`config.mk`:
```
export PLATFORM = sky130hd
export DESIGN_NAME = serial_frame_encoder_xor_top
export DESIGN_NICKNAME = d
export VERILOG_FILES = /design/src/rtl/sfe_pkg.sv /design/src/rtl/sfe_frame_logic.sv /design/src/rtl/sfe_burst_out.sv /design/src/rtl/serial_frame_encoder_xor_top.sv
export VERILOG_INCLUDE_DIRS = /design/src /design/src/rtl
export SDC_FILE = /design/constraint.sdc
export NUM_CORES = 1
export LEC_CHECK = 0
export BUFFER_PORTS_ARGS = -buffer_cell sky130_fd_sc_hd__clkbuf_2
export CAP_MARGIN = 20
export CORE_MARGIN = 2
export CORE_UTILIZATION = 53
export DETAILED_ROUTE_END_ITERATION = 8
export PLACE_DENSITY_LB_ADDON = 0.15
export SYNTH_ARGS = -nofsm -noshare
export SYNTH_HDL_FRONTEND = slang
export SYNTH_SLANG_ARGS = --single-unit
```
`constraint.sdc`:
```
create_clock -name clk -period 2.6 [get_ports clk]
set_input_delay 0 -clock clk [delete_from_list [all_inputs] [get_ports clk]]
set_output_delay 0 -clock clk [all_outputs]
set_load 0.01 [all_outputs]
```
`src/rtl/serial_frame_encoder_xor_top_assert.svh`:
```
// ============================================================================
// Assertion macros for the serial frame encoder
// Concurrent checks on the clk domain, removed when SYNTHESIS is defined.
// ============================================================================
`ifndef SERIAL_FRAME_ENCODER_XOR_TOP_ASSERT_SVH
`define SERIAL_FRAME_ENCODER_XOR_TOP_ASSERT_SVH

`ifndef SYNTHESIS

// The consequent must hold in the same cycle as the antecedent.
`define SFE_ASSERT_NOW(label, ante, cons) \
    label: assert property (@(posedge clk) disable iff (!rst_n) (ante) |-> (cons)) \
        else $error("sfe assertion failed");

// The consequent must hold in the cycle after the antecedent.
`define SFE_ASSERT_NEXT(label, ante, cons) \
    label: assert property (@(posedge clk) disable iff (!rst_n) (ante) |=> (cons)) \
        else $error("sfe assertion failed");

`else

`define SFE_ASSERT_NOW(label, ante, cons)
`define SFE_ASSERT_NEXT(label, ante, cons)

`endif

`endif

```
`src/rtl/sfe_pkg.sv`:
```
// ============================================================================
// sfe_pkg
// Types and constants shared by the serial frame encoder modules.
// ============================================================================
`timescale 1ns / 1ps

package sfe_pkg;

    // Start-of-frame byte that opens every frame.
    localparam logic [7:0] SOF_BYTE = 8'hFE;

    // Largest number of bytes one input item can produce.
    localparam int MAX_BURST = 6;
    localparam int CNT_W     = 3;

    localparam logic [CNT_W-1:0] CNT_HEADER      = 3'd5;
    localparam logic [CNT_W-1:0] CNT_HEADER_CKS  = 3'd6;
    localparam logic [CNT_W-1:0] CNT_PAYLOAD     = 3'd1;
    localparam logic [CNT_W-1:0] CNT_PAYLOAD_CKS = 3'd2;
    localparam logic [CNT_W-1:0] CNT_NONE        = 3'd0;

    typedef enum logic
    {
        ACT_START   = 1'b0,
        ACT_PAYLOAD = 1'b1
    } action_t;

    typedef struct packed
    {
        logic        action;
        logic [15:0] msg_function;
        logic [15:0] payload_length;
        logic [7:0]  data_byte;
    } item_t;

    typedef struct packed
    {
        logic [7:0] tx_byte;
        logic       frame_end;
    } result_t;

    // The bytes one item produces, in transmit order from index 0.
    typedef struct packed
    {
        logic [MAX_BURST-1:0][7:0] bytes;
        logic [CNT_W-1:0]          count;
        logic                      has_end;
    } burst_t;

    // Status of the output serializer toward the top level.
    typedef struct packed
    {
        logic can_load;
        logic last;
    } burst_sts_t;

endpackage

```
`src/rtl/sfe_frame_logic.sv`:
```
// ============================================================================
// sfe_frame_logic
// Framing state and the combinational expansion of one item into a burst.
// ============================================================================
`timescale 1ns / 1ps

module sfe_frame_logic
(
    input  logic           clk,
    input  logic           rst_n,
    input  logic           fire,
    input  sfe_pkg::item_t  item,
    output sfe_pkg::burst_t burst
);

    import sfe_pkg::*;

    logic        in_message_reg;
    logic        in_message_next;
    logic [15:0] remaining_reg;
    logic [15:0] remaining_next;
    logic [7:0]  checksum_reg;
    logic [7:0]  checksum_next;

    logic [7:0]  hdr_cks;
    logic [7:0]  pay_cks;
    logic        pay_last;

    assign hdr_cks  = SOF_BYTE ^ item.msg_function[15:8] ^ item.msg_function[7:0]
                    ^ item.payload_length[15:8] ^ item.payload_length[7:0];
    assign pay_cks  = checksum_reg ^ item.data_byte;
    assign pay_last = (remaining_reg == 16'd1);

    always_comb
    begin
        burst           = '0;
        in_message_next = in_message_reg;
        remaining_next  = remaining_reg;
        checksum_next   = checksum_reg;
        if (item.action == ACT_START)
        begin
            burst.bytes[0] = SOF_BYTE;
            burst.bytes[1] = item.msg_function[15:8];
            burst.bytes[2] = item.msg_function[7:0];
            burst.bytes[3] = item.payload_length[15:8];
            burst.bytes[4] = item.payload_length[7:0];
            burst.bytes[5] = hdr_cks;
            if (item.payload_length == 16'd0)
            begin
                burst.count     = CNT_HEADER_CKS;
                burst.has_end   = 1'b1;
                in_message_next = 1'b0;
                remaining_next  = 16'd0;
                checksum_next   = 8'd0;
            end
            else
            begin
                burst.count     = CNT_HEADER;
                in_message_next = 1'b1;
                remaining_next  = item.payload_length;
                checksum_next   = hdr_cks;
            end
        end
        else if (in_message_reg)
        begin
            burst.bytes[0] = item.data_byte;
            burst.bytes[1] = pay_cks;
            if (pay_last)
            begin
                burst.count     = CNT_PAYLOAD_CKS;
                burst.has_end   = 1'b1;
                in_message_next = 1'b0;
                remaining_next  = 16'd0;
                checksum_next   = 8'd0;
            end
            else
            begin
                burst.count    = CNT_PAYLOAD;
                remaining_next = remaining_reg - 16'd1;
                checksum_next  = pay_cks;
            end
        end
        else
        begin
            // Payload with no open frame is dropped.
            burst.count = CNT_NONE;
        end
    end

    always_ff @(posedge clk or negedge rst_n)
    begin
        if (!rst_n)
        begin
            in_message_reg <= 1'b0;
            remaining_reg  <= 16'd0;
            checksum_reg   <= 8'd0;
        end
        else if (fire)
        begin
            in_message_reg <= in_message_next;
            remaining_reg  <= remaining_next;
            checksum_reg   <= checksum_next;
        end
    end

endmodule

```
`src/rtl/sfe_burst_out.sv`:
```
// ============================================================================
// sfe_burst_out
// Burst register that hands out one frame byte per transfer.
// ============================================================================
`timescale 1ns / 1ps

module sfe_burst_out
(
    input  logic                clk,
    input  logic                rst_n,
    input  logic                load,
    input  sfe_pkg::burst_t     burst,
    output logic                valid,
    input  logic                stall,
    output sfe_pkg::result_t    result,
    output sfe_pkg::burst_sts_t sts
);

    import sfe_pkg::*;

    logic [MAX_BURST-1:0][7:0] bytes_reg;
    logic [CNT_W-1:0]          count_reg;
    logic [CNT_W-1:0]          count_next;
    logic [CNT_W-1:0]          idx_reg;
    logic [CNT_W-1:0]          idx_next;
    logic                      end_reg;
    logic                      end_next;

    assign valid        = (count_reg != CNT_NONE);
    assign sts.last     = valid && (idx_reg == (count_reg - 3'd1));
    assign sts.can_load = !valid || (sts.last && !stall);

    assign result.tx_byte   = bytes_reg[idx_reg];
    assign result.frame_end = end_reg && sts.last;

    always_comb
    begin
        count_next = count_reg;
        idx_next   = idx_reg;
        end_next   = end_reg;
        if (load)
        begin
            count_next = burst.count;
            idx_next   = '0;
            end_next   = burst.has_end;
        end
        else if (valid && !stall)
        begin
            if (sts.last)
            begin
                count_next = CNT_NONE;
                idx_next   = '0;
            end
            else
            begin
                idx_next = idx_reg + 3'd1;
            end
        end
    end

    always_ff @(posedge clk or negedge rst_n)
    begin
        if (!rst_n)
        begin
            count_reg <= CNT_NONE;
            idx_reg   <= '0;
            end_reg   <= 1'b0;
        end
        else
        begin
            count_reg <= count_next;
            idx_reg   <= idx_next;
            end_reg   <= end_next;
        end
    end

    always_ff @(posedge clk)
    begin
        if (load)
        begin
            bytes_reg <= burst.bytes;
        end
    end

endmodule

```
`src/rtl/serial_frame_encoder_xor_top.sv`:
```
// An item waits in the input register, then its bytes in the burst register.
// Throughput: one item transfer per cycle while each produces at most one byte
// and the output is not stalled. Through the single byte-wide output port a
// start item sends five or six bytes, a closing payload two, a dropped item none.
// Reset: rst_n is asynchronous and active low; it empties both registers and
// closes any open frame.
// ============================================================================
// serial_frame_encoder_xor_top
// Serial framer: start byte, function code, length, payload, XOR checksum.
// ============================================================================
`timescale 1ns / 1ps
`include "serial_frame_encoder_xor_top_assert.svh"

module serial_frame_encoder_xor_top
(
    input  logic             clk,
    input  logic             rst_n,
    input  logic             item_valid,
    output logic             item_stall,
    input  sfe_pkg::item_t   item,
    output logic             result_valid,
    input  logic             result_stall,
    output sfe_pkg::result_t result
);

    import sfe_pkg::*;

    // The design has two register stages. The input register takes one item
    // per transfer. When the burst register can take new work, the item passes
    // through the framing logic, which updates the frame state and writes all
    // bytes the item produces into the burst register in one step. The burst
    // register then offers those bytes one per result transfer, so an item
    // can be taken in while earlier bytes still wait downstream.

    item_t      item_reg;
    logic       item_valid_reg;
    logic       item_valid_next;
    logic       accept;
    logic       move;
    burst_t     burst;
    burst_sts_t sts;

    assign accept     = item_valid && !item_stall;
    assign move       = item_valid_reg && sts.can_load;
    assign item_stall = item_valid_reg && !sts.can_load;

    always_comb
    begin
        item_valid_next = item_valid_reg;
        if (accept)
        begin
            item_valid_next = 1'b1;
        end
        else if (move)
        begin
            item_valid_next = 1'b0;
        end
    end

    always_ff @(posedge clk or negedge rst_n)
    begin
        if (!rst_n)
        begin
            item_valid_reg <= 1'b0;
        end
        else
        begin
            item_valid_reg <= item_valid_next;
        end
    end

    // Item payload carries no reset; it is qualified by item_valid_reg.
    always_ff @(posedge clk)
    begin
        if (accept)
        begin
            item_reg <= item;
        end
    end

    // The frame state advances exactly when an item leaves the input register,
    // so state updates stay in item order.
    sfe_frame_logic u_frame
    (
        .clk   (clk),
        .rst_n (rst_n),
        .fire  (move),
        .item  (item_reg),
        .burst (burst)
    );

    sfe_burst_out u_out
    (
        .clk    (clk),
        .rst_n  (rst_n),
        .load   (move),
        .burst  (burst),
        .valid  (result_valid),
        .stall  (result_stall),
        .result (result),
        .sts    (sts)
    );

    // The input side only stalls while an item is held.
    `SFE_ASSERT_NOW(a_stall_needs_item, item_stall, item_valid_reg)
    // A checksum byte is always the last byte of its burst.
    `SFE_ASSERT_NOW(a_end_is_last, result_valid && result.frame_end, sts.last)
    // An item that moves on with nothing new behind it leaves the register empty.
    `SFE_ASSERT_NEXT(a_move_empties, move && !accept, !item_valid_reg)

endmodule

```
## Word level (Yosys, flattened, before mapping)

Index checks and enable logic that the tools add are counted.
W data, S select, Z words.

| storage, ports and cells | value |
|---|---|
| register bits | 122 |
| output and inout bits | 11 |

| operators by class | value |
|---|---|
| add/sub/neg operators | 3 |
| $lt $le $gt $ge | 1 |
| multiplexer cells | 30 |
| eq/ne operators | 3 |
| reduce and logical (&&, ||, !) cells | 20 |
| bitwise logic cells | 5 |

Operators with widths:

| kind | count |
|---|---|
| $mux W16 | 5 |
| $mux W8 | 5 |
| $xor A8 B8 Y8 | 4 |
| $bmux W8 S3 | 1 |
| $mux W20 | 1 |
| $mux W3 | 6 |
| $eq A16 B1 Y1 const B | 1 |
| $logic_not A16 Y1 | 1 |
| $sub A16 B1 Y16 const B | 1 |
| $mux W1 | 9 |
| $logic_and A1 B1 Y1 | 7 |
| $not A7 Y7 | 1 |
| $mux W2 | 3 |
| $reduce_and A2 Y1 | 3 |
| $reduce_bool A2 Y1 | 3 |
| $logic_not A1 Y1 | 4 |
| $lt A3 B4 Y1 const B | 1 |
| $add A3 B1 Y3 const B | 1 |
| $eq A3 B3 Y1 | 1 |
| $reduce_bool A3 Y1 | 1 |
| $sub A3 B1 Y3 const B | 1 |
| $ne A2 B1 Y1 const B | 1 |
| $logic_or A1 B1 Y1 | 1 |

## Depth between registers and ports, before layout

| depth | value |
|---|---|
| depth after elaboration | 10 |
| gate-level depth with buffers | 9 |
| gate-level depth less buffers | 8 |

## Hierarchy

Synthesis repeated with hierarchy kept, for this count alone.

| unflattened totals | value |
|---|---|
| cells, all modules | 459 |
| area, all modules | 5794.3 um2 |

By module, submodules not included:

| module | instances | area each (um2) | sequential area each (um2) | cells each |
|---|---|---|---|---|
| sfe_burst_out | 1 | 2268.4 | 1616.6 | 134 |
| sfe_frame_logic | 1 | 2230.9 | 625.6 | 278 |
| serial_frame_encoder_xor_top | 1 | 1295.0 | 1256.2 | 47 |

## Least setup slack after synthesis

OpenSTA, ideal clock, no wires.

| timing path | value |
|---|---|
| path kind | reg-to-reg |
| start | register u_out.count_reg[0] |
| end | register u_out.bytes_reg[0] (netlist name), enable pin |
| cell stages (with the launch flop) | 8 |
| arrival | 2427 ps |
| setup time | 403 ps |
| setup slack | -230 ps |
| data required time | 2197 ps |
| path buffers | 0 |
| cells stage by stage | dfrtp_1 -> inv_1 -> ha_1 -> ha_1 -> xor2_1 -> a41oi_1 -> nand2b_1 -> inv_1 |

| on the way | value |
|---|---|
| word-level cells in the longest chain between the ends | 6 |
| elaborated cells on any way between the ends | 8 |

RTL lines:

| item | line | RTL |
|---|---|---|
| from (decl) | sfe_burst_out.sv:22 | `logic [CNT_W-1:0] count_reg;` |
| from (signal assigned) | sfe_burst_out.sv:71 | `count_reg <= count_next;` |
| $sub A3 B1 Y3 | sfe_burst_out.sv:30 | `assign sts.last = valid && (idx_reg == (count_reg - 3'd1));` |
| $eq A3 B3 Y1 | sfe_burst_out.sv:30 |  |
| $logic_and A1 B1 Y1 | sfe_burst_out.sv:30 |  |
| $logic_and A1 B1 Y1 | sfe_burst_out.sv:31 | `assign sts.can_load = !valid \|\| (sts.last && !stall);` |
| $logic_or A1 B1 Y1 * | sfe_burst_out.sv:31 |  |
| $logic_and A1 B1 Y1 * | serial_frame_encoder_xor_top.sv:44 | `assign move = item_valid_reg && sts.can_load;` |
| via move | serial_frame_encoder_xor_top.sv:39 | `logic move;` |
| to (signal assigned) | sfe_burst_out.sv:81 | `bytes_reg <= burst.bytes;` |
| to (decl) | sfe_burst_out.sv:21 | `logic [MAX_BURST-1:0][7:0] bytes_reg;` |

The timed path passes the listed nets; every way through them passes the cells marked *.
A chain may end at the register's enable or synchronous reset.

## Final worst setup path

| timing path | value |
|---|---|
| start | register u_frame.remaining_reg[1] |
| end | register u_frame.remaining_reg[13] |

| on the way | value |
|---|---|
| word-level cells in the longest chain between the ends | 4 |
| elaborated cells on any way between the ends | 5 |

RTL lines:

| item | line | RTL |
|---|---|---|
| from (decl) | sfe_frame_logic.sv:20 | `logic [15:0] remaining_reg;` |
| from (signal assigned) | sfe_frame_logic.sv:101 | `remaining_reg <= remaining_next;` |
| $sub A16 B1 Y16 or $eq A16 B1 Y1 (tied branches) | sfe_frame_logic.sv:79, sfe_frame_logic.sv:32 |  |
| $mux W16 * | sfe_frame_logic.sv:68 | `if (pay_last)` |
| $mux W16 * | sfe_frame_logic.sv:64 | `else if (in_message_reg)` |
| $mux W16 * | sfe_frame_logic.sv:40 | `if (item.action == ACT_START)` |

Mark *: on every way between the ends. The rest lies on a longest branch, timed or not. The select of a mux whose other input is x is not followed.

==> reports/summary.md <==
The run finished with clean final reports. Relative to the synthesized area, the layout overhead comes to 26.5%. After global routing the overflow that remains totals 0.

For the number of antenna repair diodes, the log shows 0. During synthesis, Yosys emitted a total of 0 warnings. Across the VDD grid, the largest voltage drop is 1.01 mV.

For this run, asynchronously set or reset flops after synthesis account for 27.0%. After the last flow step, the layout net total stands at 615. By instance count, the leading cell after synthesis is sky130_fd_sc_hd__edfxtp_1. On the critical path the largest part of the delay comes from simple AND/OR/NAND/NOR gates. The logs give 2 for the worst-case clock buffer depth and 37.9% for the worst-case headroom to the max-slew limit. The clock period could shrink to 2.43 ns.

Setup violations remaining at the end of the flow were counted as 0. The later pin in the worst-skew pair is clocked with a latency of 0.52 ns. Before antenna repair, the detailed router went through 5 iterations. The largest single stage delay on the critical path is 0.44 ns. Clock root buffer: sky130_fd_sc_hd__clkbuf_8. The first global-routing pass estimated 21.5 mm of wire. For this block, the via count after detailed routing is 4043.

In this run the number of cells on the critical path is 8. The signal on the critical path passes through inv_1 > ha_1 > or4b_1 > or4_4 > o21a_1 > buf_4 > a21o_1 > a22o_1. STA puts the critical path data arrival time at 2.84 ns. The number of clock buffers added by TritonCTS is 17. Summed over all failing endpoints, the final setup total negative slack is 0 ns.

Synthesis inferred 122 register bits. Buffers added to address setup during post-CTS repair amount to 0. By count the netlist is led by sky130_fd_sc_hd__edfxtp_1, sky130_fd_sc_hd__inv_1, sky130_fd_sc_hd__dfrtp_1. The finished cells cover 7210 sq um.

The logs give 0 for the number of antenna violations at the first check in global routing and 32.8% for the fraction of met1 tracks used by global routing. The run gives 0 as the count of pins over their slew limit. The sum of buffers and inverters on the critical path came out at 2.

Ranked by total cell area, the synthesized netlist is headed by sky130_fd_sc_hd__edfxtp_1, sky130_fd_sc_hd__dfrtp_1, sky130_fd_sc_hd__xnor2_1. Layer with the highest usage: met2. After clock tree synthesis, the clock-pin slew on the worst setup and hold paths is 0.05 ns.

The die covers 11600 sq um. Summing every instance area after synthesis gives 5700 sq um. After detailed routing, the number of vias per cell comes to 5.67.

The wire length after detailed routing was 13.6 mm. The share of Yosys cell area claimed by the top area cell type works out to 46.9%. The worst register-to-register path has a depth of 8. In this run the vertical extent of the chip is 108 microns.

The final weighted congestion of routability-driven global placement came out at 0.867. The logs give 10400 sq um for the core area and 2.85 nW for the leakage power figure. The placed instances occupy a cell area of 6220 sq um. In the synthesized netlist the dominant register cell turns out to be sky130_fd_sc_hd__edfxtp_1. The kind of capture point of the worst setup path was a flip-flop.

The register with the most flip-flops in the layout has 48 of them. For this run, the top clock speed supported by timing is 0.411 GHz. The element type at the critical path start is a flip-flop. After filler insertion, the fill cell instance count of the layout stands at 761.

Synthesis produced 455 cells. After synthesis, the mean cell area works out to 12.5 sq um. The placed wire-length estimate came out at 8.65 mm.

TritonCTS built the clock tree. In this run the power density over the cells is 1340 nW/um^2. sky130_fd_sc_hd__edfxtp_1 takes more of the synthesized area than any other cell. In the final routed layout, each cell accounts on average for 19.1 microns.

The initial core utilization was 55.0%; the worst-case clock skew was 0.00604 ns. Count of distinct cell types in the synthesized netlist: 46. Once detail routing completed, the nets flagged for antenna violations numbered 0. Setup repair after global routing left no endpoint under its margin.

Counting every net in the synthesized netlist gives 505. The required time of the critical path was 3.01 ns; the number of placed I/O pins was 56. The slew at the pin closest to its max-slew limit works out to 0.931 ns. In this run the tool buffered the top-level ports with 55 buffer cells. Along the worst path, the maximum fanout reaches 14. The die is 108 microns wide. The logs give 25.6% for the global-route usage over all layers and 6.60% for the fraction of met3 tracks used by global routing. Via count of the first global-routing pass: 4114.

Counting flops with a built-in enable in the synthesized netlist gives 89. Clock tree synthesis found a total of 122 sinks. The final routed DRC violation total was 0; the iteration-0 DRC count of the detailed router was 301. Entering global routing, the biggest net connects 50 pins.

The share of the Yosys chip area taken by registers is 61.4%. The hold violation count in the final report is 0. Worst min-delay path class: input pin to async pin. In this run the core area contains 37 standard-cell rows. Startpoint-to-endpoint class of the critical path: flip-flop to flip-flop. The count of H-tree levels built during CTS is 4. In the final layout, the share of cells above drive strength 1 is 19.8%.

For this design, the slowest cell found on the critical path is sky130_fd_sc_hd__or4b_1. The reported max-cap violation count is 0, and the final worst-path cycle share is 93.6%. Met2 routing resource usage after global routing: 41.6%.
cell families after synthesis:
group                    Yosys count  synth area share [%]
multiplexers                      17                  4.74
buffers and inverters             67                  4.74
XOR/XNOR                          35                  5.38
adder cells (fa/ha/maj)            5                  1.10
AND/OR/NAND/NOR                  106                  10.2
flip-flops                       122                  61.4
AO/OA/AOI/OAI                    103                  12.5
worst reg2reg max path: stages (launching register included):
cell and delay, ns:
sky130_fd_sc_hd__dfrtp_1 0.37, sky130_fd_sc_hd__inv_1 0.09, sky130_fd_sc_hd__ha_1 0.14, sky130_fd_sc_hd__or4b_1 0.44, sky130_fd_sc_hd__or4_4 0.44, sky130_fd_sc_hd__o21a_1 0.24
sky130_fd_sc_hd__buf_4 0.22, sky130_fd_sc_hd__a21o_1 0.17, sky130_fd_sc_hd__a22o_1 0.22
layer usage:
layer	up-vias	routed length [microns]
li1	1888	-
met1	1989	5660
met2	140	6870
met3	26	762
met4	0	319
met5	-	0
final cells by class:
cell class	count	area, sq um	area share [%]
timing repair buffer	116	881	12.2
tap	136	170	2.36
sequential	122	3500	48.5
clock buffer	18	418	5.79
inverter	42	161	2.24
clock inverter	13	134	1.86
multi-input combinational	266	1950	27.1
report_power, final:
part | internal [mW] | leakage [nW] | total (mW) | switching (mW)
clock network | 1.42 | 0.267 | 2.21 | 0.788
registers | 3.23 | 1.25 | 3.76 | 0.530
logic | 1.56 | 1.33 | 3.69 | 2.13
path summary, 6_finish.rpt:
check                                    startpoint                   endpoint  slack [ns]
max in group asynchronous                     rst_n   u_frame.remaining_reg[4]        1.86
min reg2reg                      u_out.count_reg[2]         u_out.count_reg[2]        0.48
min                                           rst_n              u_out.end_reg        0.15
min in group clk                           item[40]               item_reg[40]        0.19
max reg2reg                u_frame.remaining_reg[1]  u_frame.remaining_reg[13]        0.17
max                        u_frame.remaining_reg[1]  u_frame.remaining_reg[13]        0.17
stage by stage:
stage | setup WS (ns) | utilization [%] | instances | hold slack, ns | total power [mW]
after detailed placement | 0.182 | 60.0 | 638 | 0.178 | 7.38
after global placement | 0.217 | 60.0 | 638 | 0.164 | 7.26
after CTS | 0.111 | 69.5 | 713 | 0.163 | 9.68
after global routing | 0.0784 | 69.6 | 713 | 0.176 | 10.2
final | 0.166 | 69.6 | 713 | 0.154 | 9.65
after floorplan | 0.0580 | - | 455 | -0.296 | 6.14
what timing repair did:
| action | in CTS | in global routing |
|---|---|---|
| resized for setup | 0 | 1 |
| setup endpoints to repair | 0 | 1 |
| hold buffers | 44 | 0 |
| hold endpoints to repair | 78 | 0 |
placed cells by master (no fill, tap or decap), types with 14 or more instances in the layout:
| master | n |
|---|---|
| sky130_fd_sc_hd__xnor2_1 | 23 |
| sky130_fd_sc_hd__o21ai_0 | 30 |
| sky130_fd_sc_hd__clkbuf_2 | 55 |
| sky130_fd_sc_hd__o2bb2ai_1 | 15 |
| sky130_fd_sc_hd__dfrtp_1 | 33 |
| sky130_fd_sc_hd__buf_4 | 14 |
| sky130_fd_sc_hd__inv_1 | 41 |
| sky130_fd_sc_hd__edfxtp_1 | 89 |
| sky130_fd_sc_hd__clkbuf_16 | 16 |
| sky130_fd_sc_hd__dlygate4sd3_1 | 44 |
| sky130_fd_sc_hd__nand2_1 | 20 |
| sky130_fd_sc_hd__nor2b_1 | 24 |
Power figures use the tool's default switching activity.
